File: config.mk
export PLATFORM = sky130hd
export DESIGN_NAME = rvp_scale
export DESIGN_NICKNAME = d
export VERILOG_FILES = /design/src/rvp_pkg.sv /design/src/rvp_scale.sv
export SDC_FILE = /design/constraint.sdc
export NUM_CORES = 1
export LEC_CHECK = 0
export ABC_AREA = 1
export BUFFER_PORTS_ARGS = -buffer_cell sky130_fd_sc_hd__buf_2
export CORE_MARGIN = 1
export CORE_UTILIZATION = 50
export DETAILED_ROUTE_END_ITERATION = 6
export PLACE_DENSITY = 0.71
export SLEW_MARGIN = 20
export SYNTH_ARGS = -nofsm -noshare
export SYNTH_HDL_FRONTEND = slang
export SYNTH_SLANG_ARGS = --single-unit
File: constraint.sdc
create_clock -name clk -period 0.9 [get_ports clk]
set_clock_uncertainty 0.2 [all_clocks]
set_input_delay 0.045 -clock clk [delete_from_list [all_inputs] [get_ports clk]]
set_output_delay 0.045 -clock clk [all_outputs]
set_load 0.01 [all_outputs]
File: src/rvp_pkg.sv
`default_nettype none
// ----------------------------------------------------------------------------
// rvp_pkg
// Shared types and constants for the radial vignette pixel pipeline.
// ----------------------------------------------------------------------------
package rvp_pkg;

	localparam int COORD_W    = 12;
	localparam int CH_W       = 8;
	localparam int DIM_W      = 13;
	localparam int MAX_DIM    = 4096;
	localparam int SUM_W      = 2 * COORD_W + 1;
	localparam int FRAC_SHIFT = 16;
	localparam int RAD_W      = 42;
	localparam int ROOT_W     = RAD_W / 2;
	localparam int SQ_STEPS   = ROOT_W;
	localparam int REM_W      = ROOT_W + 3;
	localparam int HS_W       = DIM_W + 8;
	localparam int DREM_W     = HS_W + 1;
	localparam int FAC_W      = FRAC_SHIFT + 1;
	localparam int DIV_STEPS  = FAC_W;
	localparam int PROD_W     = CH_W + FAC_W;
	localparam int CFG_IDX_W  = 2;

	localparam logic [CFG_IDX_W-1:0] CFG_IMAGE_WIDTH  = 2'd0;
	localparam logic [CFG_IDX_W-1:0] CFG_IMAGE_HEIGHT = 2'd1;

	typedef struct packed {
		logic [COORD_W-1:0] pixel_col;
		logic [COORD_W-1:0] pixel_row;
		logic [CH_W-1:0]    red_in;
		logic [CH_W-1:0]    green_in;
		logic [CH_W-1:0]    blue_in;
	} pix_in_t;

	typedef struct packed {
		logic [CH_W-1:0] red_out;
		logic [CH_W-1:0] green_out;
		logic [CH_W-1:0] blue_out;
	} pix_out_t;

	typedef struct packed {
		logic [CH_W-1:0] red;
		logic [CH_W-1:0] green;
		logic [CH_W-1:0] blue;
	} rgb_t;

endpackage
`default_nettype wire

File: src/rvp_scale.sv
`default_nettype none
// ----------------------------------------------------------------------------
// rvp_scale
// Scales the three channels by the factor and holds the result.
// ----------------------------------------------------------------------------
module rvp_scale (
	input  wire                          clk,
	input  wire                          arst_n,
	input  wire                          en,
	input  wire                          v_in,
	input  wire  [rvp_pkg::FAC_W-1:0]    factor,
	input  rvp_pkg::rgb_t                rgb_in,
	output logic                         v_out,
	output rvp_pkg::pix_out_t            pix
);
	import rvp_pkg::*;

	logic            v_s1;
	pix_out_t        pix_s1;
	logic [PROD_W-1:0] pr_c, pg_c, pb_c;

	// channel times factor, drop the fraction
	always_comb begin
		pr_c = PROD_W'(rgb_in.red)   * factor;
		pg_c = PROD_W'(rgb_in.green) * factor;
		pb_c = PROD_W'(rgb_in.blue)  * factor;
	end

	always_ff @(posedge clk or negedge arst_n) begin
		if (!arst_n) begin
			v_s1 <= 1'b0;
		end else if (en) begin
			v_s1 <= v_in;
		end
	end

	always_ff @(posedge clk) begin
		if (en) begin
			pix_s1.red_out   <= pr_c[FRAC_SHIFT +: CH_W];
			pix_s1.green_out <= pg_c[FRAC_SHIFT +: CH_W];
			pix_s1.blue_out  <= pb_c[FRAC_SHIFT +: CH_W];
		end
	end

	assign v_out = v_s1;
	assign pix   = pix_s1;

endmodule
`default_nettype wire

==> results.md <==
- Die H: 170 um
- Leak: 11.5 nW
- Drt total wl: 38100 um
- Final WS setup: -2870 ps
- Largest net degree at the start of global routing: 17
- Max-Cap Viols: 0
- RSZ-0062 raised after global routing: yes
- Core Util, Final: 67.4%
- Die W: 170 um
- Nets: 2725
- WP data required: 740 ps
- Layout overhead on the synthesized area: 32.4%
- Syn Std Cell Area: 14200 um^2
- CTS buffer count: 3
- Syn nets: 2494
- CTS root buf: clkbuf_16
- PD cells: 2920 nW/um^2
- Worst path cell trace: buf_12 > buf_4 > nand2_2 > inv_2 > fa_1 > fa_1 > fa_1 > inv_2 > fa_1 > inv_2 > ha_4 > nand2_4 > nor2_4 > inv_2 > nor3_4 > nand4_1 > nand3_1 > nand2_1
- Post-synth EDFFs: 24
- DP Cell Count: 2633
- Peak supply drop: 0.00199 V
- Clk_lat worst skew: 280 ps
- Number of warnings issued by yosys: 0
- Setup violators final: 50
- Status: complete, but fails checks
- Antenna viol nets, final: 0
- Total congestion overflow: 0
- Hold Crit Class: in2reg
- CTS tree: built
- Highest metal used: met4
- Average cell area after synthesis: 6.87 um^2
- Post-synthesis sequential area ratio: 5.26%
- CORE AREA: 27900 um^2
- Vias in the first global route: 14133
- Post-synthesis async set-or-reset flop share: 4.00%
- Die area: 29100 um^2
- DR pass1 iterations: 6
- Io pins: 70
- Final Critical Period: 3770 ps
- H-tree Lvls: 1
- Port Buf Inserts: 69
- First-pass GRT wire length: 65400 um
- Largest cells by area after synthesis: fa_1 (37%), inv_1 (18%), nand2_1 (16%)
- Yosys top cell area share: 37.3%
- Pre-CTS setup slack: -3350 ps
- Total power draw: 54.8 mW
- Vias: 13123
- Dpl cell area: 17000 um^2
- Met2 wire len: 19500 um
- Ant. Diodes: 0
- Hold Slack: -214 ps
- Cell taking the most area after synthesis: fa_1
- Initial drt markers: 695
- Finished Layout Cells: 2673
- Max FO, Critical Path: 5
- Worst slew pin tran: 341 ps
- Gr usage total: 28.3%
- Drt via density: 4.91
- TritonCTS Sinks: 25
- DRC: 0
- Gate Count Post-Synth: 2065
- Final period util: 419%
- Fill cells: 2282
- Worst slew margin: 77.1%
- Initial antenna violation count: 0
- Gp weighted congestion: 0.953
- Cell area after layout: 18800 um^2
- Crit-path slowest cell: fa_1
- Max Slew Vio Count: 0
- CP arrival: 3610 ps
- Site row count: 61
- Synthesized flop and latch total: 25
- Failing checks: hold timing, setup timing
- Clk buf depth: 2
- Routed wire length on met3: 1990 um
- Detail Placement HPWL: 30900 um
- Critical path endpoint category: register
- Layout cells sized above 1: 28.1%
- Wire length on met1: 15500 um
- R2r setup slk: -40 ps
- Hold buffer count at CTS: 2
- Worst Setup Path Type: in2reg
- Largest stage delay on the critical path: 560 ps
- Initial core utilization: 50.9%
- Fin. Hold Viols: 2
- CTS clk-pin slew, worst paths: 90 ps
- Wire per inst: 14.3 um
- Post-synthesis cell type count: 29
- CP startpoint kind: input pin
- Main synth FF type: edfxtp_1
- Max Clk Rate: 0.265 GHz
[synthesized netlist by cell type (3+ instances only)]
| library cell | number |
|---|---|
| nand2_1 | 618 |
| ha_1 | 120 |
| xnor2_1 | 8 |
| o21bai_1 | 9 |
| buf_4 | 5 |
| nand4_1 | 17 |
| clkbuf_1 | 72 |
| nand3b_1 | 4 |
| fa_1 | 264 |
| nor2_1 | 83 |
| nand3_1 | 42 |
| xor2_1 | 7 |
| nor3_1 | 12 |
| a21oi_1 | 56 |
| o21a_1 | 3 |
| a21o_1 | 8 |
| buf_2 | 4 |
| o21ai_0 | 22 |
| edfxtp_1 | 24 |
| inv_1 | 677 |
[report_power, final]
| group | switching (mW) | internal (mW) | total [mW] |
|---|---|---|---|
| combinational | 28.0 | 23.0 | 51.0 |
| clock | 0.616 | 0.616 | 1.23 |
| sequential | 0.148 | 2.41 | 2.56 |
[worst max-delay path: cells and delay by family]
kind	cells	cell delay, ps
simple gates	7	770
buf+inv	6	450
fa+ha+maj	5	2350
[state kept, by name, indices dropped and copies added (netlist names)]
register  count
pix          24
v_out         1
[stage by stage]
stage / TNS (ps) / hold WS, ps
2_1_floorplan: -68180 / -451
3_3_place_gp: -76690 / -380
3_5_place_dp: -77290 / -380
4_1_cts: -68940 / -216
5_1_grt: -74180 / -209
6_report: -69880 / -214
[repair_timing]
action / in CTS / in global routing
endpoints found under the hold margin: 2 / 2
cloned: 3 / 0
buffers inserted: 27 / 5
endpoints found under the setup margin: 50 / 51
pin swaps: 167 / 69
resized for setup: 327 / 92
[kinds of logic (layout without fill, tap and decap cells)]
group,after synthesis,in the layout,share of synthesized area [%]
AO/OA/AOI/OAI,101,101,3.94
multiplexers,1,1,0.0794
flip-flops,25,25,5.26
XOR/XNOR,15,15,0.926
adder cells (fa/ha/maj),384,384,47.8
buffers and inverters,759,989,20.3
AND/OR/NAND/NOR,780,780,21.7
[layout by cell type (no fill, tap or decap), drive strengths merged]
cell type,netlist,layout
a21boi,1,1
inv,677,677
a31oi,1,1
ha,120,120
xnor2,8,8
nand4,17,17
nor3,14,14
nand3b,4,4
a21oi,56,56
buf,9,305
nor4b,1,1
o21bai,9,9
o21a,3,3
xor2,7,7
fa,264,264
mux2,1,1
o21ai,23,23
clkbuf,73,4
bufbuf,0,2
edfxtp,24,24
a21o,8,8
nor2,83,83
nand3,42,42
dlygate4sd3,0,1
nand2,619,619
dfrtp,1,1
[cell type report]
cell class                      instances  area, um^2  area share (%)
Tap cell                              378         473            2.52
Multi-Input combinational cell       1281       12100            64.6
Sequential cell                        25         746            3.97
Inverter                              677        2550            13.6
Clock buffer                            4        78.8           0.420
Timing Repair Buffer                  308        2800            14.9
[path summary, 6_finish.rpt]
kind	from	depth (start not counted)	end
max	factor[10]	18	pix[5]
min	v_in	2	v_out
max reg2reg	v_out	1	v_out
min reg2reg	v_out	1	v_out
max in group asynchronous	arst_n	2	v_out
min in group asynchronous	arst_n	2	v_out
[metal layers]
metal / track usage [%] / vias up
met4: 9.40 / 0
met2: 51.5 / 348
met1: 34.5 / 6407
li1: - / 6278
met5: 0 / -
met3: 3.21 / 90
Power figures use the tool's default switching activity.
