## src/rvp_pkg.sv

```systemverilog
`default_nettype none
// ----------------------------------------------------------------------------
// rvp_pkg
// Shared types and constants for the radial vignette pixel pipeline.
// ----------------------------------------------------------------------------
package rvp_pkg;

	localparam int COORD_W    = 12;
	localparam int CH_W       = 8;
	localparam int DIM_W      = 13;
	localparam int MAX_DIM    = 4096;
	localparam int SUM_W      = 2 * COORD_W + 1;
	localparam int FRAC_SHIFT = 16;
	localparam int RAD_W      = 42;
	localparam int ROOT_W     = RAD_W / 2;
	localparam int SQ_STEPS   = ROOT_W;
	localparam int REM_W      = ROOT_W + 3;
	localparam int HS_W       = DIM_W + 8;
	localparam int DREM_W     = HS_W + 1;
	localparam int FAC_W      = FRAC_SHIFT + 1;
	localparam int DIV_STEPS  = FAC_W;
	localparam int PROD_W     = CH_W + FAC_W;
	localparam int CFG_IDX_W  = 2;

	localparam logic [CFG_IDX_W-1:0] CFG_IMAGE_WIDTH  = 2'd0;
	localparam logic [CFG_IDX_W-1:0] CFG_IMAGE_HEIGHT = 2'd1;

	typedef struct packed {
		logic [COORD_W-1:0] pixel_col;
		logic [COORD_W-1:0] pixel_row;
		logic [CH_W-1:0]    red_in;
		logic [CH_W-1:0]    green_in;
		logic [CH_W-1:0]    blue_in;
	} pix_in_t;

	typedef struct packed {
		logic [CH_W-1:0] red_out;
		logic [CH_W-1:0] green_out;
		logic [CH_W-1:0] blue_out;
	} pix_out_t;

	typedef struct packed {
		logic [CH_W-1:0] red;
		logic [CH_W-1:0] green;
		logic [CH_W-1:0] blue;
	} rgb_t;

endpackage
`default_nettype wire

```

## src/rvp_div.sv

```systemverilog
`default_nettype none
// ----------------------------------------------------------------------------
// rvp_div
// Falloff factor: saturating difference, then a restoring divider with one
// quotient bit per stage.
// ----------------------------------------------------------------------------
module rvp_div (
	input  wire                          clk,
	input  wire                          arst_n,
	input  wire                          en,
	input  wire                          v_in,
	input  wire  [rvp_pkg::ROOT_W-1:0]   dist_fx,
	input  wire  [rvp_pkg::HS_W-1:0]     hs,
	input  rvp_pkg::rgb_t                rgb_in,
	output logic                         v_out,
	output logic [rvp_pkg::FAC_W-1:0]    factor,
	output rvp_pkg::rgb_t                rgb_out
);
	import rvp_pkg::*;

	logic              v_s0;
	logic [HS_W-1:0]   diff_s0;
	rgb_t              rgb_s0;
	logic              v_s    [DIV_STEPS];
	logic [DREM_W-1:0] rem_s  [DIV_STEPS];
	logic [FAC_W-1:0]  q_s    [DIV_STEPS];
	rgb_t              rgb_s  [DIV_STEPS];
	logic [DREM_W-1:0] den_c;

	assign den_c = {1'b0, hs};

	// saturate to zero beyond the radius
	always_ff @(posedge clk or negedge arst_n) begin
		if (!arst_n) begin
			v_s0 <= 1'b0;
		end else if (en) begin
			v_s0 <= v_in;
		end
	end

	always_ff @(posedge clk) begin
		if (en) begin
			diff_s0 <= (dist_fx < hs) ? hs - dist_fx : '0;
			rgb_s0  <= rgb_in;
		end
	end

	for (genvar k = 0; k < DIV_STEPS; k++) begin : g_step
		logic              v_c;
		logic [DREM_W-1:0] r2_c;
		logic [FAC_W-1:0]  q_c;
		rgb_t              rgb_c;
		logic              ge_c;

		// first step compares the plain difference, later ones shift
		if (k == 0) begin : g_first
			assign v_c   = v_s0;
			assign r2_c  = {1'b0, diff_s0};
			assign q_c   = '0;
			assign rgb_c = rgb_s0;
		end else begin : g_next
			assign v_c   = v_s[k-1];
			assign r2_c  = {rem_s[k-1][DREM_W-2:0], 1'b0};
			assign q_c   = q_s[k-1];
			assign rgb_c = rgb_s[k-1];
		end

		assign ge_c = (r2_c >= den_c);

		always_ff @(posedge clk or negedge arst_n) begin
			if (!arst_n) begin
				v_s[k] <= 1'b0;
			end else if (en) begin
				v_s[k] <= v_c;
			end
		end

		always_ff @(posedge clk) begin
			if (en) begin
				rem_s[k] <= ge_c ? r2_c - den_c : r2_c;
				q_s[k]   <= {q_c[FAC_W-2:0], ge_c};
				rgb_s[k] <= rgb_c;
			end
		end
	end

	assign v_out   = v_s[DIV_STEPS-1];
	assign factor  = q_s[DIV_STEPS-1];
	assign rgb_out = rgb_s[DIV_STEPS-1];

endmodule
`default_nettype wire

```

## config.mk

```make
export PLATFORM = sky130hd
export DESIGN_NAME = rvp_div
export DESIGN_NICKNAME = d
export VERILOG_FILES = /design/src/rvp_pkg.sv /design/src/rvp_div.sv
export SDC_FILE = /design/constraint.sdc
export NUM_CORES = 2
export LEC_CHECK = 0
export ABC_CLOCK_PERIOD_IN_PS = 5820
export BUFFER_PORTS_ARGS = -buffer_cell sky130_fd_sc_hd__buf_4
export CAP_MARGIN = 25
export CORE_UTILIZATION = 48
export DETAILED_ROUTE_END_ITERATION = 10
export PLACE_DENSITY_LB_ADDON = 0.12
export SLEW_MARGIN = 20
export SYNTH_ARGS = -nofsm -noshare
export SYNTH_HDL_FRONTEND = slang
export SYNTH_SLANG_ARGS = --single-unit
```

## constraint.sdc

```tcl
create_clock -name clk -period 5.82 [get_ports clk]
set_clock_uncertainty 0.05 [all_clocks]
set_input_delay 0.291 -clock clk [delete_from_list [all_inputs] [get_ports clk]]
set_output_delay 0.291 -clock clk [all_outputs]
set_load 0.05 [all_outputs]
```

==> reports/results.ini <==
[power_and_ir_drop]
power.internal_uw=19700
switching_share=0.338
p_per_area_nw_per_um2=528
vdd_drop_max_v=0.000307
p_switching_uw=10100
power_frac_comb=0.418
seqPwrFrac=0.367
clkPwrFrac=0.215
p_leak_uw=0.0219
power_uw=29800

[clock_tree]
cts_root_buf=clkbuf_16
htreeDepth=3
cts_resized=0
ctsHoldBuffers=29
cts_tree=built
cts_num_sinks=960
max-clock-path-buffers=3
cts_buffers=104
clkLatencyLatePin_ps=680
clk_pin_slew_ps=60
post_cts.repair.setup_buffers=0

[yosys]
synth_edf_count=942
async_flop_share=0.0188
seq_area_frac_synth=0.575
netlist-cell-type-count=83
synth-main-ff-cell=edfxtp_1
avgSynthCellArea_um2=13.0
syn_area_um2=49900
syn_nets=4301
netlist_instances=3837
ys_seq_elements=960
ys_warn_count=0

[critical_path]
r2r-end=rem_s[0][315]$_DFFE_PP_
r2r_setup_slack_ps=1860
crit_required_ps=6180
worstPathArrival_ps=4320
start_kind=flip-flop
r2r_start=rem_s[0][287]$_DFFE_PP_
path_class=flip-flop to flip-flop
crit_fanout=12
end_kind=flip-flop
r2r_cells=11

[place]
dpl.hpwl_mm=71.2
place_ws_ps=1260
gp_congestion=0.876
port_buffers=111

[die]
fp.dieH_um=325
dieArea_um2=105000
fp.dieW_um=325
core-area_um2=102000
start_util=0.487
num_rows=117
pin_count=112

[min_path]
hold_class=input port to flip-flop
whs_path_depth=4
min_to=diff_s0[18]$_SDFFCE_PP0P_
min_from=hs[18]

[final_layout]
layout_commonest_cell=edfxtp_1
syn_to_final_growth_pct=13.1
final_layout_size_suffix_gt1_frac=0.145
antenna_cells=0
nNetsFinal=4546
fillers=8579
utilization=0.551
final_cell_mix=942 x edfxtp_1, 377 x ha_1, 269 x a21oi_1

[sta]
fin_tns_setup_ps=0
max_freq_ghz=0.252
hold_viol_final=0
min_period_ps=3960
setup_viol=0
hold_slack_ps=110
slew_violations=0
finalWorstSetupSlack_ps=1860
grt_setup_unrepaired=no
period_share=0.681
max_slew_margin=0.301
tightest_slew_ps=1050

[run]
max_cap_viol_count=0

[global_routing]
met2_usage=0.328
grt_pass1_vias=30100
grt_pass1_wl_mm=165
grt.overflow.total=0
use_met1=0.270
grt_max_degree=176
grt.busiest_layer=met2
use_met3=0.0300
grt_util_all_layers=0.197
antenna_found_initial=5

[route]
firstDrtPassIters=5
vias=30800
drt-initial-drc-count=1955
wl_per_cell_um=18.8
wirelength_mm=104
viasPerCell=5.56
drc=0
route.antenna.remaining_nets=0

[status]
status=complete, no violations

-- sequential cells by signal (all words and copies together) (netlist names) --
signal        count
rgb_s           408
rem_s           336
q_s             153
g_step.rgb_c     24
diff_s0          21
g_step.v_c       17
v_out             1
-- kinds of logic (layout without fill, tap and decap cells) --
kind of cell | count (synthesis) | count (layout) | share of synthesized area
flip-flops | 960 | 960 | 0.575
AO/OA/AOI/OAI | 956 | 956 | 0.124
AND/OR/NAND/NOR | 821 | 821 | 0.0801
adder cells (fa/ha/maj) | 394 | 394 | 0.101
XOR/XNOR | 275 | 275 | 0.0482
multiplexers | 240 | 240 | 0.0551
buffers and inverters | 191 | 521 | 0.0155
-- final cells by class --
class,instances,area (µm²),share of cell area
clock buffers,118,2680,0.0474
repair buffers,201,1720,0.0305
well taps,1368,1710,0.0303
multi-input cells,2686,20500,0.363
inverters,129,484,0.00857
clock inverters,73,647,0.0115
flip-flops and latches,960,28700,0.509
-- synth_stat cells (all sizes together), types with 10 or more instances --
cell | instances | area (µm²)
o31ai | 20 | 150
nor2 | 236 | 891
nand2b | 48 | 300
nor2b | 53 | 332
and2 | 22 | 138
a21o | 144 | 1080
clkbuf | 34 | 128
nand2 | 195 | 732
buf | 28 | 163
a31oi | 42 | 263
nand3 | 56 | 280
a21oi | 274 | 1380
dfrtp | 18 | 450
nand4 | 30 | 188
fa | 17 | 340
nor3 | 56 | 280
nor3b | 10 | 75.1
and3 | 44 | 275
or3 | 21 | 131
a31o | 11 | 96.3
edfxtp | 942 | 28300
o31a | 14 | 123
o21bai | 31 | 233
o211ai | 11 | 82.6
xor2 | 89 | 780
o21ai | 185 | 930
xnor2 | 186 | 1630
a211oi | 30 | 225
a21boi | 17 | 135
a211o | 12 | 105
or2 | 14 | 87.6
o21a | 77 | 578
ha | 377 | 4720
mux2 | 228 | 2630
inv | 129 | 484
mux2i | 12 | 120
-- worst max path at each step --
stage	end	cells after the start	slack, ps	startpoint
3_5_place_dp	rem_s[0][315]$_DFFE_PP_	13	1260	hs[2]
4_1_cts	rem_s[0][315]$_DFFE_PP_	11	1900	rem_s[0][287]$_DFFE_PP_
3_3_place_gp	rem_s[0][311]$_DFFE_PP_	13	1290	hs[2]
5_1_grt	rem_s[0][315]$_DFFE_PP_	11	1500	rem_s[0][287]$_DFFE_PP_
6_report	rem_s[0][315]$_DFFE_PP_	11	1860	rem_s[0][287]$_DFFE_PP_
2_1_floorplan	rem_s[0][70]$_DFFE_PP_	12	2330	hs[5]
-- power by group through the flow --
| stage | Combinational (µW) | Sequential (µW) | Clock (µW) |
|---|---|---|---|
| finish | 12500 | 11000 | 6400 |
| global route | 13900 | 11100 | 6880 |
| CTS | 12500 | 11000 | 6610 |
| detailed placement | 12400 | 11100 | 0 |
| global placement | 12200 | 11100 | 0 |
| floorplan | 9940 | 10600 | 0 |
-- layer usage --
layer  share of wire  wire (µm)  up-vias
met5               0          0        -
met4           0.025       2580        0
met3           0.042       4380      167
met2            0.47      49300      571
met1            0.46      47700    14800
li1                -          -    15200
-- worst max-delay path, cell delays in order, from the launching register on --
cell and delay (ps):
edfxtp_1 400, ha_1 370, nor2b_1 170, o31ai_1 440, a211oi_1 230, nor4_1 310, nor3b_1 80, o21ai_0 210
a21boi_0 150, nor2_1 590, buf_4 330, mux2_2 360
-- through the flow --
step                      cells  instance area (µm²)
final                      5535                56500
after global routing       5535                56500
after CTS                  5534                56500
after detailed placement   5314                52800
after global placement     5312                52800
after floorplan            3837                49900
No activity file was read; power rests on OpenSTA's default activity.
