===== src/rvp_pkg.sv =====
`default_nettype none
// ----------------------------------------------------------------------------
// rvp_pkg
// Shared types and constants for the radial vignette pixel pipeline.
// ----------------------------------------------------------------------------
package rvp_pkg;

	localparam int COORD_W    = 12;
	localparam int CH_W       = 8;
	localparam int DIM_W      = 13;
	localparam int MAX_DIM    = 4096;
	localparam int SUM_W      = 2 * COORD_W + 1;
	localparam int FRAC_SHIFT = 16;
	localparam int RAD_W      = 42;
	localparam int ROOT_W     = RAD_W / 2;
	localparam int SQ_STEPS   = ROOT_W;
	localparam int REM_W      = ROOT_W + 3;
	localparam int HS_W       = DIM_W + 8;
	localparam int DREM_W     = HS_W + 1;
	localparam int FAC_W      = FRAC_SHIFT + 1;
	localparam int DIV_STEPS  = FAC_W;
	localparam int PROD_W     = CH_W + FAC_W;
	localparam int CFG_IDX_W  = 2;

	localparam logic [CFG_IDX_W-1:0] CFG_IMAGE_WIDTH  = 2'd0;
	localparam logic [CFG_IDX_W-1:0] CFG_IMAGE_HEIGHT = 2'd1;

	typedef struct packed {
		logic [COORD_W-1:0] pixel_col;
		logic [COORD_W-1:0] pixel_row;
		logic [CH_W-1:0]    red_in;
		logic [CH_W-1:0]    green_in;
		logic [CH_W-1:0]    blue_in;
	} pix_in_t;

	typedef struct packed {
		logic [CH_W-1:0] red_out;
		logic [CH_W-1:0] green_out;
		logic [CH_W-1:0] blue_out;
	} pix_out_t;

	typedef struct packed {
		logic [CH_W-1:0] red;
		logic [CH_W-1:0] green;
		logic [CH_W-1:0] blue;
	} rgb_t;

endpackage
`default_nettype wire


===== src/rvp_sqrt.sv =====
`default_nettype none
// ----------------------------------------------------------------------------
// rvp_sqrt
// Pipelined digit-by-digit square root, one root bit per stage.
// ----------------------------------------------------------------------------
module rvp_sqrt (
	input  wire                          clk,
	input  wire                          arst_n,
	input  wire                          en,
	input  wire                          v_in,
	input  wire  [rvp_pkg::SUM_W-1:0]    sum,
	input  rvp_pkg::rgb_t                rgb_in,
	output logic                         v_out,
	output logic [rvp_pkg::ROOT_W-1:0]   root,
	output rvp_pkg::rgb_t                rgb_out
);
	import rvp_pkg::*;

	logic              v_s    [SQ_STEPS];
	logic [REM_W-1:0]  rem_s  [SQ_STEPS];
	logic [ROOT_W-1:0] root_s [SQ_STEPS];
	logic [RAD_W-1:0]  rad_s  [SQ_STEPS];
	rgb_t              rgb_s  [SQ_STEPS];

	for (genvar k = 0; k < SQ_STEPS; k++) begin : g_step
		logic              v_c;
		logic [REM_W-1:0]  rem_c;
		logic [ROOT_W-1:0] root_c;
		logic [RAD_W-1:0]  rad_c;
		rgb_t              rgb_c;
		logic [REM_W-1:0]  r2_c, trial_c;
		logic              ge_c;

		// pick up the previous stage, or the new radicand
		if (k == 0) begin : g_first
			assign v_c    = v_in;
			assign rem_c  = '0;
			assign root_c = '0;
			assign rad_c  = {1'b0, sum, {FRAC_SHIFT{1'b0}}};
			assign rgb_c  = rgb_in;
		end else begin : g_next
			assign v_c    = v_s[k-1];
			assign rem_c  = rem_s[k-1];
			assign root_c = root_s[k-1];
			assign rad_c  = rad_s[k-1];
			assign rgb_c  = rgb_s[k-1];
		end

		// trial subtract for one root bit
		always_comb begin
			r2_c    = {rem_c[REM_W-3:0], rad_c[RAD_W-1 -: 2]};
			trial_c = {1'b0, root_c, 2'b01};
			ge_c    = (r2_c >= trial_c);
		end

		always_ff @(posedge clk or negedge arst_n) begin
			if (!arst_n) begin
				v_s[k] <= 1'b0;
			end else if (en) begin
				v_s[k] <= v_c;
			end
		end

		always_ff @(posedge clk) begin
			if (en) begin
				rem_s[k]  <= ge_c ? r2_c - trial_c : r2_c;
				root_s[k] <= {root_c[ROOT_W-2:0], ge_c};
				rad_s[k]  <= {rad_c[RAD_W-3:0], 2'b00};
				rgb_s[k]  <= rgb_c;
			end
		end
	end

	assign v_out   = v_s[SQ_STEPS-1];
	assign root    = root_s[SQ_STEPS-1];
	assign rgb_out = rgb_s[SQ_STEPS-1];

endmodule
`default_nettype wire


===== config.mk =====
export PLATFORM = sky130hd
export DESIGN_NAME = rvp_sqrt
export DESIGN_NICKNAME = d
export VERILOG_FILES = /design/src/rvp_pkg.sv /design/src/rvp_sqrt.sv
export SDC_FILE = /design/constraint.sdc
export NUM_CORES = 2
export LEC_CHECK = 0
export ABC_AREA = 1
export ABC_CLOCK_PERIOD_IN_PS = 2500
export BUFFER_PORTS_ARGS = -buffer_cell sky130_fd_sc_hd__buf_4
export CORE_MARGIN = 1
export CORE_UTILIZATION = 55
export DETAILED_ROUTE_END_ITERATION = 8
export GPL_ROUTABILITY_DRIVEN = 0
export PLACE_DENSITY = 0.71
export SYNTH_ARGS = -nofsm -noshare
export SYNTH_HDL_FRONTEND = slang
export SYNTH_SLANG_ARGS = --single-unit

===== constraint.sdc =====
create_clock -name clk -period 2.5 [get_ports clk]
set_input_delay 0 -clock clk [delete_from_list [all_inputs] [get_ports clk]]
set_output_delay 0 -clock clk [all_outputs]
set_load 0.05 [all_outputs]

==> out/qor.log <==
[run_status] outcome complete, no violations
[synthesis] nets in the synthesized netlist 6385
[synthesis] post-synthesis register bit count 1313
[die] Total Die Area 115000 um^2
[critical_path] start-to-end type of the worst setup path flop to flop
[global_routing] final global-route overflow total 0
[drt] remaining antenna violation count after routing 0
[power] Clock Power Share 0.359
[global_routing] vias in the first global route 40947
[drt] routed vias 42705
[critical_path] reg-to-reg slack, setup 0.11 ns
[drt] number of design rule violations left after detail routing 0
[synthesis] area share of the largest cell type after synthesis 0.619
[synthesis] count of flip-flops with a built-in enable after synthesis 1292
[drt] violation count after the first detailed-route iteration 3719
[power] sequential cell fraction of total power 0.484
[timing] Worst Tran Pin Value 0.936 ns
[synthesis] dominant register cell in the synthesized netlist sky130_fd_sc_hd__edfxtp_1
[drt] Post-Route WL 128000 um
[synthesis] leading area contributor after synthesis sky130_fd_sc_hd__edfxtp_1
[clock_network] Clk Latency, worst-skew pair 0.76 ns
[synthesis] cell types with the highest counts after synthesis sky130_fd_sc_hd__nand2_1 (1769), sky130_fd_sc_hd__edfxtp_1 (1292), sky130_fd_sc_hd__inv_1 (889)
[timing] Clock Skews 0.0212 ns
[drt] DR WL/cell 15.8 um
[timing] accumulated negative setup slack 0 ns
[power] Internal Power 42.0 mW
[die] # rows 123
[placement] total half-perimeter wirelength after legalization and detailed placement 93800 um
[power] Gate power share 0.157
[clock_network] CTS tree built
[timing] minimum clock period 2.39 ns
[critical_path] kind of start point of the critical path flop
[die] y dimension of the die 340 um
[timing] count of endpoints failing hold in the final timing report 0
[drt] average vias per placed instance 5.28
[power] switching pwr 15.7 mW
[synthesis] Mapped Cells 6088
[timing] RSZ-0062 raised after global routing false
[placement] number of I/O port buffers 98
[synthesis] average instance area after synthesis 10.3 um^2
[synthesis] most common cell in the synthesized netlist sky130_fd_sc_hd__nand2_1
[clock_network] number of clock sinks 1313
[critical_path] worst endpoint data arrival time 2.94 ns
[synthesis] distinct cell type count of the synthesized netlist 53
[cells_and_area] antenna fix cells 0
[global_routing] maximum number of pins on one net before global-route repair 95
[clock_network] CTS root buf sky130_fd_sc_hd__clkbuf_16
[timing] Worst slew margin 0.374
[global_routing] number of antenna violations at the first check in global routing 1
[timing] final worst-path cycle share 0.956
[global_routing] global-route wire length before repair 208000 um
[critical_path] CP Max Fanout 10
[timing] highest attainable clock frequency 419 MHz
[power] peak ir drop on the vdd network 0.675 mV
[die] effective utilization at floorplan 0.556
[power] static leakage power 30.5 nW
[synthesis] portion of the post-synthesis area used by sequential elements 0.627
[clock_network] post-CTS clock slew at the launch and capture registers of the worst setup and hold paths 0.06 ns
[die] Core Box Area 113000 um^2
[timing] Final setup violation count 0
[synthesis] ranking of synthesized cells by area sky130_fd_sc_hd__edfxtp_1 (62%), sky130_fd_sc_hd__nand2_1 (11%), sky130_fd_sc_hd__inv_1 (5.3%), sky130_fd_sc_hd__ha_1 (4.7%), sky130_fd_sc_hd__nor2_1 (3.2%)
[die] die width 340 um
[critical_path] required time of the critical path 3.06 ns
[global_routing] total routing resource utilization after global routing 0.224
[timing] pins over their slew limit 0
[power] Power Density 806 nW/um^2
[timing] post-layout worst setup margin 0.111 ns
[critical_path] endpoint kind of the worst setup timing path flop
[synthesis] synthesized area 62700 um^2
[power] switch share 0.272
[job] Max-Cap Viols 0
[clock_network] maximum level of the CTS H-tree 4
[placement] worst slack at placement 0.119 ns
[die] num ports 99
[clock_network] maximum root-to-sink buffer count 3
[synthesis] post-synthesis async set-or-reset flop share 0.0160
[cells_and_area] fin nets 6772
[drt] first drt pass iteration count 6
[cells_and_area] synthesis-to-finish area growth 14.2%
[synthesis] number of warnings issued by yosys 0
[clock_network] number of buffers inserted during clock tree synthesis 141
[cells_and_area] share of final-layout standard cells stronger than drive strength 1 0.0869
[worst_hold_path] hold crit path type primary input to flop
==> cell usage in the layout, fill, tap and decap left out, types with 73 or more instances in the layout <==
master	n
sky130_fd_sc_hd__a21oi_1	223
sky130_fd_sc_hd__buf_4	160
sky130_fd_sc_hd__clkbuf_16	143
sky130_fd_sc_hd__dlygate4sd3_1	103
sky130_fd_sc_hd__edfxtp_1	1292
sky130_fd_sc_hd__ha_1	236
sky130_fd_sc_hd__inv_1	889
sky130_fd_sc_hd__nand2_1	1769
sky130_fd_sc_hd__nand3_1	344
sky130_fd_sc_hd__nand4_1	73
sky130_fd_sc_hd__nor2_1	541
sky130_fd_sc_hd__o21ai_0	130
sky130_fd_sc_hd__xor2_1	96
==> routing by layer <==
| layer | track usage | vias up | wire length, um |
|---|---|---|---|
| li1 | - | 21035 | - |
| met1 | 0.308 | 19888 | 55800 |
| met2 | 0.368 | 1524 | 60500 |
| met3 | 0.0346 | 256 | 8550 |
| met4 | 0.0697 | 2 | 3210 |
| met5 | 0 | - | 13 |
==> flip-flops by register name, indices dropped and copies added, names as in the netlist <==
signal and cells:
g_step.v_c 20, rad_s 156, rem_s 401, rgb_s 504
root_s 231, v_out 1
==> power groups by stage <==
stage | clock network (mW) | registers [mW] | logic [mW]
floorplan | 0 | 27.9 | 6.28
global placement | 0 | 28.3 | 8.58
detailed placement | 0 | 28.4 | 8.80
CTS | 21.2 | 27.9 | 8.99
global route | 22.1 | 28.1 | 10.3
finish | 20.7 | 27.9 | 9.10
==> through the flow <==
| stage | instances | total power, mW | util | hold WS (ns) | cell area, um^2 |
|---|---|---|---|---|---|
| after floorplan | 6088 | 34.2 | - | -0.296 | 62700 |
| after global placement | 7725 | 36.9 | 0.584 | -0.106 | 65900 |
| after detailed placement | 7725 | 37.2 | 0.584 | -0.100 | 65900 |
| after CTS | 8081 | 58.2 | 0.635 | 0.325 | 71600 |
| after global routing | 8085 | 60.5 | 0.635 | 0.351 | 71700 |
| final | 8085 | 57.8 | 0.635 | 0.337 | 71700 |
==> cell families (layout without fill, tap and decap cells) <==
| logic type | count (synthesis) | in the layout | share of synthesized area |
|---|---|---|---|
| AND/OR/NAND/NOR | 2932 | 2932 | 0.197 |
| adder cells (fa/ha/maj) | 244 | 244 | 0.0495 |
| buffers and inverters | 953 | 1450 | 0.0609 |
| AO/OA/AOI/OAI | 489 | 489 | 0.0443 |
| other | 1 | 1 | 0.0000598 |
| multiplexers | 1 | 1 | 0.000180 |
| XOR/XNOR | 155 | 155 | 0.0216 |
| flip-flops | 1313 | 1313 | 0.627 |
==> layout make-up <==
class / instances / area [um^2]
inverters: 908 / 3430
fillers: 8739 / 41100
flip-flops and latches: 1313 / 39300
clock inverters: 84 / 995
multi-input cells: 3822 / 19600
clock buffers: 169 / 3690
repair buffers: 289 / 2760
well taps: 1500 / 1880
==> worst paths after layout <==
kind                               from             end  cells after the start
max                         rem_s[5][5]     rem_s[6][0]                      8
min                                  en     rgb_s[0][4]                      2
max reg2reg                 rem_s[5][5]     rem_s[6][0]                      8
min reg2reg                rad_s[2][75]   rad_s[2][117]                      0
max in group asynchronous        arst_n  g_step[13].v_c                      3
min in group asynchronous        arst_n   g_step[5].v_c                      3
==> timing repair <==
action                     4_1_cts  5_1_grt
gates resized for setup          0        9
hold buffers                   103        0
buffers inserted                 0        4
setup endpoints to repair        0       51
hold endpoints to repair       402        0
==> worst max-delay path, cell delays in order (launching register included) <==
cell and delay, ns:
sky130_fd_sc_hd__edfxtp_1 0.40, sky130_fd_sc_hd__ha_1 0.39, sky130_fd_sc_hd__a21oi_1 0.29, sky130_fd_sc_hd__o21ai_1 0.16, sky130_fd_sc_hd__inv_1 0.10, sky130_fd_sc_hd__nand2_2 0.11, sky130_fd_sc_hd__nor2_4 0.24, sky130_fd_sc_hd__buf_4 0.23
sky130_fd_sc_hd__xor2_1 0.29
No activity file was read; power rests on OpenSTA's default activity.
