--- config.mk ---
export PLATFORM = sky130hd
export DESIGN_NAME = rvp_dist_sq
export DESIGN_NICKNAME = d
export VERILOG_FILES = /design/src/rvp_pkg.sv /design/src/rvp_dist_sq.sv
export SDC_FILE = /design/constraint.sdc
export NUM_CORES = 1
export LEC_CHECK = 0
export ABC_AREA = 1
export BUFFER_PORTS_ARGS = -buffer_cell sky130_fd_sc_hd__buf_2
export CORE_MARGIN = 2
export CORE_UTILIZATION = 41
export DETAILED_ROUTE_END_ITERATION = 7
export PLACE_DENSITY = 0.56
export SETUP_SLACK_MARGIN = 0.1
export SLEW_MARGIN = 20
export SYNTH_ARGS = -nofsm -noshare
export SYNTH_HDL_FRONTEND = slang
export SYNTH_SLANG_ARGS = --single-unit
--- constraint.sdc ---
create_clock -name clk -period 7.69 [get_ports clk]
set_clock_uncertainty 0.2 [all_clocks]
set_input_delay 0.3845 -clock clk [delete_from_list [all_inputs] [get_ports clk]]
set_output_delay 0.3845 -clock clk [all_outputs]
set_load 0.02 [all_outputs]
--- src/rvp_pkg.sv ---
`default_nettype none
// ----------------------------------------------------------------------------
// rvp_pkg
// Shared types and constants for the radial vignette pixel pipeline.
// ----------------------------------------------------------------------------
package rvp_pkg;

	localparam int COORD_W    = 12;
	localparam int CH_W       = 8;
	localparam int DIM_W      = 13;
	localparam int MAX_DIM    = 4096;
	localparam int SUM_W      = 2 * COORD_W + 1;
	localparam int FRAC_SHIFT = 16;
	localparam int RAD_W      = 42;
	localparam int ROOT_W     = RAD_W / 2;
	localparam int SQ_STEPS   = ROOT_W;
	localparam int REM_W      = ROOT_W + 3;
	localparam int HS_W       = DIM_W + 8;
	localparam int DREM_W     = HS_W + 1;
	localparam int FAC_W      = FRAC_SHIFT + 1;
	localparam int DIV_STEPS  = FAC_W;
	localparam int PROD_W     = CH_W + FAC_W;
	localparam int CFG_IDX_W  = 2;

	localparam logic [CFG_IDX_W-1:0] CFG_IMAGE_WIDTH  = 2'd0;
	localparam logic [CFG_IDX_W-1:0] CFG_IMAGE_HEIGHT = 2'd1;

	typedef struct packed {
		logic [COORD_W-1:0] pixel_col;
		logic [COORD_W-1:0] pixel_row;
		logic [CH_W-1:0]    red_in;
		logic [CH_W-1:0]    green_in;
		logic [CH_W-1:0]    blue_in;
	} pix_in_t;

	typedef struct packed {
		logic [CH_W-1:0] red_out;
		logic [CH_W-1:0] green_out;
		logic [CH_W-1:0] blue_out;
	} pix_out_t;

	typedef struct packed {
		logic [CH_W-1:0] red;
		logic [CH_W-1:0] green;
		logic [CH_W-1:0] blue;
	} rgb_t;

endpackage
`default_nettype wire

--- src/rvp_dist_sq.sv ---
`default_nettype none
// ----------------------------------------------------------------------------
// rvp_dist_sq
// Offsets from the image centre and squared distance, two stages.
// ----------------------------------------------------------------------------
module rvp_dist_sq (
	input  wire                          clk,
	input  wire                          arst_n,
	input  wire                          en,
	input  wire                          v_in,
	input  rvp_pkg::pix_in_t             pix,
	input  wire  [rvp_pkg::COORD_W-1:0]  cx,
	input  wire  [rvp_pkg::COORD_W-1:0]  cy,
	output logic                         v_out,
	output logic [rvp_pkg::SUM_W-1:0]    sum,
	output rvp_pkg::rgb_t                rgb
);
	import rvp_pkg::*;

	logic               v_s1, v_s2;
	logic [COORD_W-1:0] dx_s1, dy_s1;
	rgb_t               rgb_s1, rgb_s2;
	logic [SUM_W-1:0]   sum_s2;
	logic [COORD_W-1:0] dx_c, dy_c;
	logic [2*COORD_W-1:0] dx2_c, dy2_c;

	// absolute offsets
	always_comb begin
		dx_c = (pix.pixel_col >= cx) ? pix.pixel_col - cx : cx - pix.pixel_col;
		dy_c = (pix.pixel_row >= cy) ? pix.pixel_row - cy : cy - pix.pixel_row;
	end

	always_comb begin
		dx2_c = dx_s1 * dx_s1;
		dy2_c = dy_s1 * dy_s1;
	end

	// advance valid bits
	always_ff @(posedge clk or negedge arst_n) begin
		if (!arst_n) begin
			v_s1 <= 1'b0;
			v_s2 <= 1'b0;
		end else if (en) begin
			v_s1 <= v_in;
			v_s2 <= v_s1;
		end
	end

	// advance payload
	always_ff @(posedge clk) begin
		if (en) begin
			dx_s1  <= dx_c;
			dy_s1  <= dy_c;
			rgb_s1 <= '{red: pix.red_in, green: pix.green_in, blue: pix.blue_in};
			sum_s2 <= {1'b0, dx2_c} + {1'b0, dy2_c};
			rgb_s2 <= rgb_s1;
		end
	end

	assign v_out = v_s2;
	assign sum   = sum_s2;
	assign rgb   = rgb_s2;

endmodule
`default_nettype wire

==> summary.md, run 1 <==
| Metric | Value |
|---|---|
| Status | `finished clean` |
| Final nets | `approximately 2,300` |
| DPL Wire Length | `approximately 27,000 µm` |
| Most common cell type on the critical path | `sky130_fd_sc_hd__fa_1` |
| Mapped cell area | `about 14,000 µm²` |
| Total negative slack for setup checks | `0 ns` |
| Hold-fix buffers at CTS | `25` |
| Unrepaired setup endpoints after global routing | `false` |
| Minimum clock period | `approximately 6.5 ns` |
| Path category of the worst min-delay check | `in2reg` |
| Synthesis Warnings | `0` |
| Vert. Die Dim | `roughly 190 µm` |
| Critical path arrival | `around 6.4 ns` |
| DR vias/cell | `4.62` |
| Worst path top cell family by delay | `adder cells` |
| Final worst setup slack | `1.17 ns` |
| Longest Clk Path Bufs | `2` |
| Inserted Clock Buffers | `9` |
| Reported max-cap violation count | `0` |
| Aggregate routed wire length | `approximately 32,000 µm` |
| CTS tree | `yes` |
| Number of nets in the synthesized netlist | `roughly 2,100` |
| Count of input and output buffers | `about 130` |
| Final antenna diode count | `0` |
| Clk pin slew, worst setup/hold paths | `about 0.080 ns` |
| Max-slew violations | `0` |
| HP Start | `v_in` |
| Core box area | `~34,000 µm²` |
| Grt total ovfl | `0` |
| Worst stage delay on the critical path | `approximately 0.74 ns` |
| Number of global-route vias before repair | `about 11,000` |
| Max Clk Rate | `0.153 GHz` |
| Syn Area/Cell | `just over 8 µm²` |
| Share of the cycle needed by the critical path after routing | `0.848` |
| Antenna violations before repair | `2` |
| Initial detailed-routing violation count | `roughly 640` |
| Commonest cells after routing, fill and taps aside | `sky130_fd_sc_hd__inv_1 (499), sky130_fd_sc_hd__nand2_1 (474), sky130_fd_sc_hd__fa_1 (204), sky130_fd_sc_hd__ha_1 (152), sky130_fd_sc_hd__buf_2 (124)` |
| Capture point of the worst reg-to-reg path | `sum[20]` |
| Most frequent standard cell in the layout excluding fill and tap cells | `sky130_fd_sc_hd__inv_1` |
| Width of the die | `between 150 and 200 µm` |
| Hold EP | `v_s1` |
| Via count | `roughly 11,000` |
| Tightest Pin Transition | `0.859 ns` |
| Global-route wire length before repair | `between 50,000 and 60,000 µm` |
| Worst path cell trace | `nand2_1 > fa_1 > inv_1 > fa_1 > inv_1 > fa_1 > fa_1 > inv_1 > fa_1 > fa_1 > inv_1 > fa_1 > inv_1 > ha_1 > nand2_1 > nor2_1 > nand2_1 > nand2_1 > nand3_1 > nand3_1 > nand2_1` |
| Root Driver | `sky130_fd_sc_hd__clkbuf_16` |
| Setup-violating endpoint count in the final report | `0` |
| Pin count of the biggest net entering global routing | `66` |
| Pre-CTS setup slack | `~1.2 ns` |
| Number of post-CTS setup repair buffers | `0` |
| Number of iterations in the first detailed-routing pass | `5` |
| CTS sink count | `just under 100` |
| Share of layout cells above drive strength 1 | `0.0851` |
| Critical Path Source Type | `flop` |
| Headroom to the max-slew limit | `0.427` |
| Number of remaining DRC errors | `0` |
| Worst reg2reg setup slack | `approximately 1.2 ns` |
| Synth Instances | `roughly 1,700` |
| Unique masters post-synth | `30` |
| Nature of the critical path endpoint | `flop` |
| Sequential element share of the synthesized area | `0.208` |
| Total global-route track usage | `0.190` |
| Crit path from | `dx_s1[9]` |
| Final weighted congestion of routability-driven global placement | `roughly 0.88` |
| Number of buffer and inverter stages on the critical path | `5` |
| Relative area change from synthesis to final layout | `11.1%` |
| Cell depth of the worst hold path | `3` |
| Source-to-sink clock delay at the later pin of the worst-skew pair | `approximately 0.38 ns` |
| Seq cells post-synth | `around 100` |
| Maximum net fanout on the critical path | `12` |
| Core Rows | `just under 70` |
| Critical Path RT | `~7.6 ns` |
| Worst path slowest cell | `sky130_fd_sc_hd__edfxtp_1` |
| Setup CP Type | `reg2reg` |
| Average detailed-routed wire length per instance | `approximately 14 µm` |
| Start of the worst register-to-register path | `dx_s1[9]` |
| Initial standard-cell utilization of the core | `0.414` |
| Antenna-violating nets left | `0` |
| Die footprint | `36,200 µm²` |
| Number of top-level pins | `roughly 130` |
| Final Hold Violating Endpoints | `0` |
| Cells resized by post-CTS repair | `0` |
| R2r worst-path depth | `21` |
| Total number of H-tree levels | `3` |
[registers in the layout, indices dropped and copies added (netlist names)]
register,flops
rgb,24
dx_s1,12
rgb_s1,24
dy_s1,12
sum,25
v_out,1
v_s1,1
[layer usage]
metal	routed length, µm	part of all wire	GRT usage	vias to the layer above
met4	617	0.019	0.0462	2
met2	16300	0.50	0.341	194
met1	14400	0.44	0.244	5094
met3	1120	0.034	0.0225	35
met5	11	0.00034	0	-
li1	-	-	-	5308
[cells in the mapped netlist]
master / n / area [µm²]
sky130_fd_sc_hd__nand2_2: 2 / 12.5
sky130_fd_sc_hd__nand2_1: 474 / 1780
sky130_fd_sc_hd__o21bai_1: 9 / 67.6
sky130_fd_sc_hd__xnor2_1: 14 / 123
sky130_fd_sc_hd__a21oi_1: 39 / 195
sky130_fd_sc_hd__buf_6: 2 / 22.5
sky130_fd_sc_hd__inv_2: 2 / 7.51
sky130_fd_sc_hd__dfrtp_1: 2 / 50.1
sky130_fd_sc_hd__a21o_1: 6 / 45.0
sky130_fd_sc_hd__buf_2: 6 / 30.0
sky130_fd_sc_hd__edfxtp_1: 97 / 2910
sky130_fd_sc_hd__o21ai_2: 1 / 8.76
sky130_fd_sc_hd__nor2_2: 1 / 6.26
sky130_fd_sc_hd__nor2_1: 45 / 169
sky130_fd_sc_hd__fa_1: 204 / 4080
sky130_fd_sc_hd__clkbuf_1: 27 / 101
sky130_fd_sc_hd__xor2_1: 26 / 228
sky130_fd_sc_hd__clkbuf_2: 3 / 15.0
sky130_fd_sc_hd__nor2_4: 1 / 11.3
sky130_fd_sc_hd__a21oi_2: 3 / 26.3
sky130_fd_sc_hd__inv_1: 499 / 1870
sky130_fd_sc_hd__nand3_1: 63 / 315
sky130_fd_sc_hd__nor4_1: 2 / 12.5
sky130_fd_sc_hd__nand4_1: 24 / 150
sky130_fd_sc_hd__o21ai_0: 5 / 25.0
sky130_fd_sc_hd__ha_1: 152 / 1900
sky130_fd_sc_hd__or2_2: 4 / 25.0
sky130_fd_sc_hd__o21ai_1: 2 / 10.0
sky130_fd_sc_hd__buf_4: 1 / 7.51
sky130_fd_sc_hd__nand3_2: 1 / 10.0
[kinds of logic (layout without fill, tap and decap cells)]
kind of cell / count (synthesis) / count (layout) / share of synthesized area
buffers and inverters: 540 / 668 / 0.145
DFF: 99 / 99 / 0.208
AOI/OAI and AO/OA: 65 / 65 / 0.0266
xor gates and xnor gates: 40 / 40 / 0.0246
and+or+nand+nor: 617 / 617 / 0.175
adders and majority gates: 356 / 356 / 0.421
[how the worst max path moves through the flow]
stage / to / cells past startpoint
after detailed placement: sum[20] / 21
after global routing: sum[20] / 21
after floorplan: sum[22] / 25
final: sum[20] / 21
after global placement: sum[20] / 21
after CTS: sum[20] / 21
[worst register-to-register path, cell delays in order (launching register included)]
cell                       delay [ns]
sky130_fd_sc_hd__edfxtp_1        0.74
sky130_fd_sc_hd__nand2_1         0.17
sky130_fd_sc_hd__fa_1            0.68
sky130_fd_sc_hd__inv_1           0.09
sky130_fd_sc_hd__fa_1            0.53
sky130_fd_sc_hd__inv_1           0.05
sky130_fd_sc_hd__fa_1            0.50
sky130_fd_sc_hd__fa_1            0.52
sky130_fd_sc_hd__inv_1           0.07
sky130_fd_sc_hd__fa_1            0.49
sky130_fd_sc_hd__fa_1            0.49
sky130_fd_sc_hd__inv_1           0.05
sky130_fd_sc_hd__fa_1            0.47
sky130_fd_sc_hd__inv_1           0.04
sky130_fd_sc_hd__ha_1            0.34
sky130_fd_sc_hd__nand2_1         0.11
sky130_fd_sc_hd__nor2_1          0.23
sky130_fd_sc_hd__nand2_1         0.08
sky130_fd_sc_hd__nand2_1         0.15
sky130_fd_sc_hd__nand3_1         0.11
sky130_fd_sc_hd__nand3_1         0.09
sky130_fd_sc_hd__nand2_1         0.08
[area by class of cell]
type                       count  area, µm²
clock buffer                   9        225
clock inverter                 7       75.1
fill                        3447      18600
inverter                     501       1880
multi-input combinational   1078       9210
sequential                    99       2960
tap                          455        569
timing repair buffer         151        886
[per-stage QoR]
stage	instances	hold WS, ns	utilization	instance area (µm²)
finish	2300	0.0342	0.460	15800
global route	2300	0.0694	0.460	15800
CTS	2300	0.0366	0.460	15800
detailed placement	2259	-0.0216	0.444	15300
global placement	2259	-0.0226	0.444	15300
floorplan	1717	-0.111	-	14200
Power of run 1 is not shown: default switching activity piles up to over one toggle a cycle in this logic, so the estimate is an artifact.
==> run 2: changes to the inputs <==
==> constraint.sdc (replaced) <==
create_clock -name clk -period 6.44 [get_ports clk]
set_clock_uncertainty 0.2 [all_clocks]
set_input_delay 0.322 -clock clk [delete_from_list [all_inputs] [get_ports clk]]
set_output_delay 0.322 -clock clk [all_outputs]
set_load 0.02 [all_outputs]
==> run 2 against run 1 <==
Against the previous run: largest cell class unchanged; non-clock buffer count is 57 higher; clock-buffer cell count is the same; cell count rose by 2.5%; worst hold slack better by 0.027 ns; via count is 1.8% higher; flip-flop and latch count is the same; sequential share of layout area fell by 0.66 points; global-route usage is 0.31 points lower; utilization grew 1.7 points; maximum frequency up 6.3%; register-to-register slack lost 0.87 ns; final area is 3.6% higher.
==> summary.md, run 2 (same netlist as run 1, synthesis figures left out) <==
| Metric | Value |
|---|---|
| Status | `finished clean` |
| Initial detailed-routing violation count | `553 (-14%)` |
| Number of top-level pins | `126 (unchanged)` |
| Initial standard-cell utilization of the core | `0.414 (unchanged)` |
| Root Driver | `sky130_fd_sc_hd__clkbuf_16` |
| Pin count of the biggest net entering global routing | `78 (+18%)` |
| Most frequent standard cell in the layout excluding fill and tap cells | `sky130_fd_sc_hd__inv_1` |
| Tightest Pin Transition | `0.977 ns (+0.118 ns)` |
| Unrepaired setup endpoints after global routing | `true` |
| Number of iterations in the first detailed-routing pass | `5 (unchanged)` |
| Setup-violating endpoint count in the final report | `0 (unchanged)` |
| Aggregate routed wire length | `31,900 µm (-1.6%)` |
| Antenna-violating nets left | `0 (unchanged)` |
| Number of global-route vias before repair | `11,000 (+1.4%)` |
| Via count | `10,800 (+1.8%)` |
| Path category of the worst min-delay check | `in2async` |
| Maximum net fanout on the critical path | `7 (-5)` |
| Final nets | `2,329 (+2.5%)` |
| Total number of H-tree levels | `3 (unchanged)` |
| Global-route wire length before repair | `53,300 µm (-0.96%)` |
| Die footprint | `36,200 µm² (unchanged)` |
| DR vias/cell | `4.59 (-0.67%)` |
| Max Clk Rate | `0.163 GHz (+6.3%)` |
| Core Rows | `68 (unchanged)` |
| Area of the multi-input gates | `9310 µm² (+1.1%)` |
| Nature of the critical path endpoint | `flop` |
| Setup CP Type | `reg2reg` |
| Total negative slack for setup checks | `0 ns (unchanged)` |
| Core box area | `34,400 µm² (unchanged)` |
| Number of remaining DRC errors | `0 (unchanged)` |
| Number of flip-flops in the largest register | `25 (unchanged)` |
| Count of input and output buffers | `125 (unchanged)` |
| Relative area change from synthesis to final layout | `15.1%` |
| Grt total ovfl | `0 (unchanged)` |
| Average detailed-routed wire length per instance | `13.5 µm (-4.0%)` |
| Antenna violations before repair | `0 (-2)` |
| Total global-route track usage | `0.187 (-0.00312)` |
| Clk pin slew, worst setup/hold paths | `0.08 ns (about the same)` |
| CTS tree | `yes` |
| Inserted Clock Buffers | `9 (unchanged)` |
| Sequential Area | `2960 µm² (unchanged)` |
| Headroom to the max-slew limit | `0.349 (-0.0788)` |
| Commonest cells after routing, fill and taps aside | `sky130_fd_sc_hd__inv_1 (499), sky130_fd_sc_hd__nand2_1 (468), sky130_fd_sc_hd__fa_1 (201), sky130_fd_sc_hd__ha_1 (147), sky130_fd_sc_hd__buf_2 (124)` |
| Share of layout cells above drive strength 1 | `0.125 (+0.0395)` |
| Critical path arrival | `6.05 ns (-0.39 ns)` |
| Final antenna diode count | `0 (unchanged)` |
| Source-to-sink clock delay at the later pin of the worst-skew pair | `0.38 ns (about the same)` |
| Critical Path RT | `6.35 ns (-1.25 ns)` |
| Share of the cycle needed by the critical path after routing | `0.953 (+0.105)` |
| Width of the die | `190 µm (unchanged)` |
| DPL Wire Length | `27,000 µm (-1.5%)` |
| Critical Path Source Type | `flop` |
| Final Hold Violating Endpoints | `0 (unchanged)` |
| Reported max-cap violation count | `0 (unchanged)` |
| Vert. Die Dim | `190 µm (unchanged)` |
| Max-slew violations | `0 (unchanged)` |
| CTS sink count | `99 (unchanged)` |
| Longest Clk Path Bufs | `2 (unchanged)` |
| Fillers | `3,454 (+0.20%)` |
| Minimum clock period | `6.14 ns (-0.385 ns)` |
| Final weighted congestion of routability-driven global placement | `0.875 (-0.17%)` |
## run 2: cell count changes in the layout (fill, tap and decap cells not counted), sizes merged
cell	delta
buf	+56
clkinvlp	-2
dlygate4sd3	+1
inv	+2
## run 2: final timing paths
check | from | end | slack [ns] | cells past startpoint
setup / recovery | dx_s1[6] | sum[18] | 0.30 | 25
hold / removal | arst_n | v_out | 0.06 | 2
setup reg to reg | dx_s1[6] | sum[18] | 0.30 | 25
hold reg to reg | rgb_s1[1] | rgb[1] | 0.22 | 0
max in group asynchronous | arst_n | v_s1 | 5.88 | 2
min in group clk | en | sum[1] | 0.17 | 1
## run 2: worst max-delay path, stage by stage, from the launching register on
cell and delay [ns]:
sky130_fd_sc_hd__edfxtp_1 0.53, sky130_fd_sc_hd__buf_6 0.18, sky130_fd_sc_hd__nand2_1 0.09, sky130_fd_sc_hd__inv_1 0.07, sky130_fd_sc_hd__fa_2 0.52, sky130_fd_sc_hd__inv_1 0.05, sky130_fd_sc_hd__fa_1 0.56, sky130_fd_sc_hd__fa_2 0.45
sky130_fd_sc_hd__fa_1 0.51, sky130_fd_sc_hd__inv_1 0.06, sky130_fd_sc_hd__fa_1 0.44, sky130_fd_sc_hd__fa_1 0.53, sky130_fd_sc_hd__inv_1 0.06, sky130_fd_sc_hd__fa_1 0.47, sky130_fd_sc_hd__inv_1 0.06, sky130_fd_sc_hd__ha_4 0.23
sky130_fd_sc_hd__nand2_1 0.07, sky130_fd_sc_hd__nand2_1 0.06, sky130_fd_sc_hd__inv_1 0.07, sky130_fd_sc_hd__nor2_1 0.04, sky130_fd_sc_hd__nor2_1 0.14, sky130_fd_sc_hd__nand3_2 0.17, sky130_fd_sc_hd__nand2_1 0.12, sky130_fd_sc_hd__nand2_1 0.06
sky130_fd_sc_hd__nand2_1 0.07, sky130_fd_sc_hd__nand2_1 0.06
## run 2: per-layer routing
metal  part of all wire  vias to the layer above  global-route usage
met2               0.52                      152               0.345
met1               0.43                     5233               0.233
met5                  0                        -                   0
li1                   -                     5403                   -
met4              0.021                        0              0.0474
met3              0.028                       36              0.0182
## run 2: what timing repair did
| action | in CTS | in global routing |
|---|---|---|
| resized for setup | 0 | 26 |
| buffers inserted | 4 | 33 |
| pin swaps | 0 | 2 |
| setup endpoints to repair | 3 | 13 |
| hold buffers | 26 | 0 |
| hold endpoints to repair | 27 | 0 |
## run 2: through the flow
step / instance area [µm²] / hold slack, ns / worst slack (ns) / utilization / cells
detailed placement: 15400 / -0.0835 / 0.0887 / 0.448 / 2278
global route: 16400 / 0.0532 / 0.0326 / 0.476 / 2357
finish: 16400 / 0.0608 / 0.303 / 0.476 / 2357
global placement: 15400 / -0.0857 / 0.0913 / 0.448 / 2278
CTS: 16000 / 0.0508 / 0.112 / 0.466 / 2324
floorplan: 14200 / -0.174 / 0.505 / - / 1717
## run 2: area by class of cell
| cell class | instances | area share |
|---|---|---|
| multi-input combinational | 1078 | 0.568 |
| timing repair buffer | 208 | 0.0821 |
| clock inverter | 7 | 0.00527 |
| clock buffer | 9 | 0.0138 |
| tap | 455 | 0.0348 |
| inverter | 501 | 0.115 |
| sequential | 99 | 0.181 |
Power of run 2 is left out for the same reason.
==> run 3: changes to the inputs <==
--- a/config.mk
+++ b/config.mk
@@ -7,10 +7,11 @@
 export LEC_CHECK = 0
 export ABC_AREA = 1
 export BUFFER_PORTS_ARGS = -buffer_cell sky130_fd_sc_hd__buf_2
-export CORE_MARGIN = 2
+export CORE_MARGIN = 8
 export CORE_UTILIZATION = 41
+export CTS_CLUSTER_SIZE = 25
 export DETAILED_ROUTE_END_ITERATION = 7
-export PLACE_DENSITY = 0.56
+export PLACE_DENSITY = 0.59
 export SETUP_SLACK_MARGIN = 0.1
 export SLEW_MARGIN = 20
 export SYNTH_ARGS = -nofsm -noshare
==> constraint.sdc (replaced) <==
create_clock -name clk -period 5.1 [get_ports clk]
set_clock_uncertainty 0.2 [all_clocks]
set_input_delay 0.255 -clock clk [delete_from_list [all_inputs] [get_ports clk]]
set_output_delay 0.255 -clock clk [all_outputs]
set_load 0.02 [all_outputs]
==> run 3 against run 2 <==
Against the previous run: the flow now finishes with violations (setup timing); highest routed layer unchanged; global-route usage shrank 1.7 points; via count grew 4.0%; worst setup slack lost 1.1 ns.
==> summary.md, run 3 (same netlist as run 1, synthesis figures left out) <==
| Metric | Value |
|---|---|
| CTS tree | `yes` |
| Failing checks | `setup timing` |
| Number of buffer and inverter stages on the critical path | `5 (-2)` |
| Worst path cell trace | `buf_4 > nand2_4 > inv_4 > fa_1 > fa_1 > fa_1 > fa_1 > fa_1 > fa_1 > inv_2 > fa_1 > inv_2 > ha_4 > a21o_1 > nor2_1 > nand3_2 > buf_4 > xor2_1` |
| Unrepaired setup endpoints after global routing | `true` |
| Start of the worst register-to-register path | `dy_s1[2]` |
| R2r worst-path depth | `18 (-28%)` |
| Number of remaining DRC errors | `0 (unchanged)` |
| Share of the cycle needed by the critical path after routing | `1.16 (+0.210)` |
| Share of the core filled with cells in the final layout | `0.527 (+0.0502)` |
| Die footprint | `40,900 µm² (+13%)` |
| Global-route wire length before repair | `56,900 µm (+6.7%)` |
| Final worst setup slack | `-0.833 ns (-1.14 ns)` |
| Via count | `11,300 (+4.0%)` |
| Worst stage delay on the critical path | `0.57 ns (about the same)` |
| Number of flip-flops in the largest register | `25 (unchanged)` |
| DPL Wire Length | `28,600 µm (+5.7%)` |
| Width of the die | `202 µm (+6.3%)` |
| Final antenna diode count | `0 (unchanged)` |
| Setup CP Type | `reg2reg` |
| Critical Path Source Type | `flop` |
| Worst path top cell family by delay | `adder cells` |
| Number of top-level pins | `126 (unchanged)` |
| Relative area change from synthesis to final layout | `27.3%` |
| Nature of the critical path endpoint | `flop` |
| Status | `complete, but fails checks` |
| Antenna-violating nets left | `0 (unchanged)` |
| Antenna violations before repair | `0 (unchanged)` |
| Final cell area excluding filler cells | `18,100 µm² (+11%)` |
| Initial detailed-routing violation count | `396 (-28%)` |
| Initial standard-cell utilization of the core | `0.414 (unchanged)` |
| Aggregate routed wire length | `33,700 µm (+5.5%)` |
| Core Rows | `68 (unchanged)` |
| CTS sink count | `99 (unchanged)` |
| Number of iterations in the first detailed-routing pass | `5 (unchanged)` |
| Capture point of the worst reg-to-reg path | `sum[13]` |
| Source-to-sink clock delay at the later pin of the worst-skew pair | `0.37 ns (about the same)` |
| Max-slew violations | `0 (unchanged)` |
| Minimum clock period | `5.93 ns (-0.204 ns)` |
| Headroom to the max-slew limit | `0.468 (+0.120)` |
| Vert. Die Dim | `202 µm (+6.3%)` |
| Most frequent standard cell in the layout excluding fill and tap cells | `sky130_fd_sc_hd__inv_1` |
| DR vias/cell | `4.54 (-1.1%)` |
| Critical path arrival | `5.86 ns (-0.19 ns)` |
| Most common cell type on the critical path | `sky130_fd_sc_hd__fa_1` |
| Worst path slowest cell | `sky130_fd_sc_hd__fa_1` |
| Pin count of the biggest net entering global routing | `59 (-24%)` |
| Instance area after placement | `16,600 µm² (+7.8%)` |
| Max Clk Rate | `0.169 GHz (+3.4%)` |
| Reported max-cap violation count | `0 (unchanged)` |
| Average detailed-routed wire length per instance | `13.6 µm (+0.39%)` |
| Final Hold Violating Endpoints | `0 (unchanged)` |
| Final nets | `2,449 (+5.2%)` |
| Total negative slack for setup checks | `-11.90 ns (-11.90 ns)` |
| Count of input and output buffers | `125 (unchanged)` |
| Core box area | `34,400 µm² (unchanged)` |
| Tightest Pin Transition | `0.797 ns (-0.180 ns)` |
| Longest Clk Path Bufs | `2 (unchanged)` |
| Worst reg2reg setup slack | `-0.83 ns (-1.14 ns)` |
| Number of global-route vias before repair | `12,200 (+11%)` |
| Final weighted congestion of routability-driven global placement | `0.861 (-1.6%)` |
| Path category of the worst min-delay check | `in2async` |
| Total global-route track usage | `0.170 (-0.0167)` |
| Share of layout cells above drive strength 1 | `0.254 (+0.130)` |
| Grt total ovfl | `0 (unchanged)` |
| Maximum net fanout on the critical path | `5 (-2)` |
| Final hold slack | `0.0239 ns (-0.0369 ns)` |
| Root Driver | `sky130_fd_sc_hd__clkbuf_16` |
| Clk pin slew, worst setup/hold paths | `0.09 ns (about the same)` |
| Inserted Clock Buffers | `9 (unchanged)` |
| Commonest cells after routing, fill and taps aside | `sky130_fd_sc_hd__inv_1 (456), sky130_fd_sc_hd__nand2_1 (408), sky130_fd_sc_hd__fa_1 (188), sky130_fd_sc_hd__buf_4 (140)` |
| Total number of H-tree levels | `3 (unchanged)` |
| Setup-violating endpoint count in the final report | `19 (+19)` |
| Critical Path RT | `5.03 ns (-1.32 ns)` |
==> run 3: layer usage <==
| metal | wire [µm] | track usage | vias up |
|---|---|---|---|
| met1 | 13300 | 0.188 | 5395 |
| met4 | 681 | 0.0440 | 0 |
| li1 | - | - | 5656 |
| met2 | 18700 | 0.336 | 159 |
| met3 | 1020 | 0.0199 | 43 |
| met5 | 0 | 0 | - |
==> run 3: worst max path at each step <==
stage	startpoint	to	slack [ns]	cells after the start
2_1_floorplan	dy_s1[9]	sum[17]	-0.45	20
3_3_place_gp	dx_s1[9]	sum[20]	-0.82	21
3_5_place_dp	dx_s1[9]	sum[17]	-0.88	19
4_1_cts	dy_s1[3]	sum[21]	-0.77	24
5_1_grt	dy_s1[10]	sum[21]	-0.98	21
6_report	dy_s1[2]	sum[13]	-0.83	18
==> run 3: repair_timing <==
item,CTS,global route
buffers inserted,15,16
pin swaps,37,34
hold endpoints to repair,27,0
hold buffers,26,0
cloned,0,1
endpoints found under the setup margin,19,19
resized for setup,120,74
==> run 3: through the flow <==
| stage | std cells | worst slack [ns] |
|---|---|---|
| after floorplan | 1717 | -0.452 |
| after global placement | 2403 | -0.822 |
| after detailed placement | 2403 | -0.880 |
| after CTS | 2460 | -0.773 |
| after global routing | 2477 | -0.984 |
| final | 2477 | -0.833 |
==> run 3: final cells by class <==
| class | count | area [µm²] |
|---|---|---|
| flip-flops and latches | 99 | 2960 |
| clock buffers | 9 | 225 |
| multi-input cells | 1078 | 10000 |
| well taps | 455 | 569 |
| clock inverters | 7 | 95.1 |
| repair buffers | 328 | 2360 |
| fillers | 3235 | 16300 |
| inverters | 501 | 1880 |
Power of run 3 is left out for the same reason.
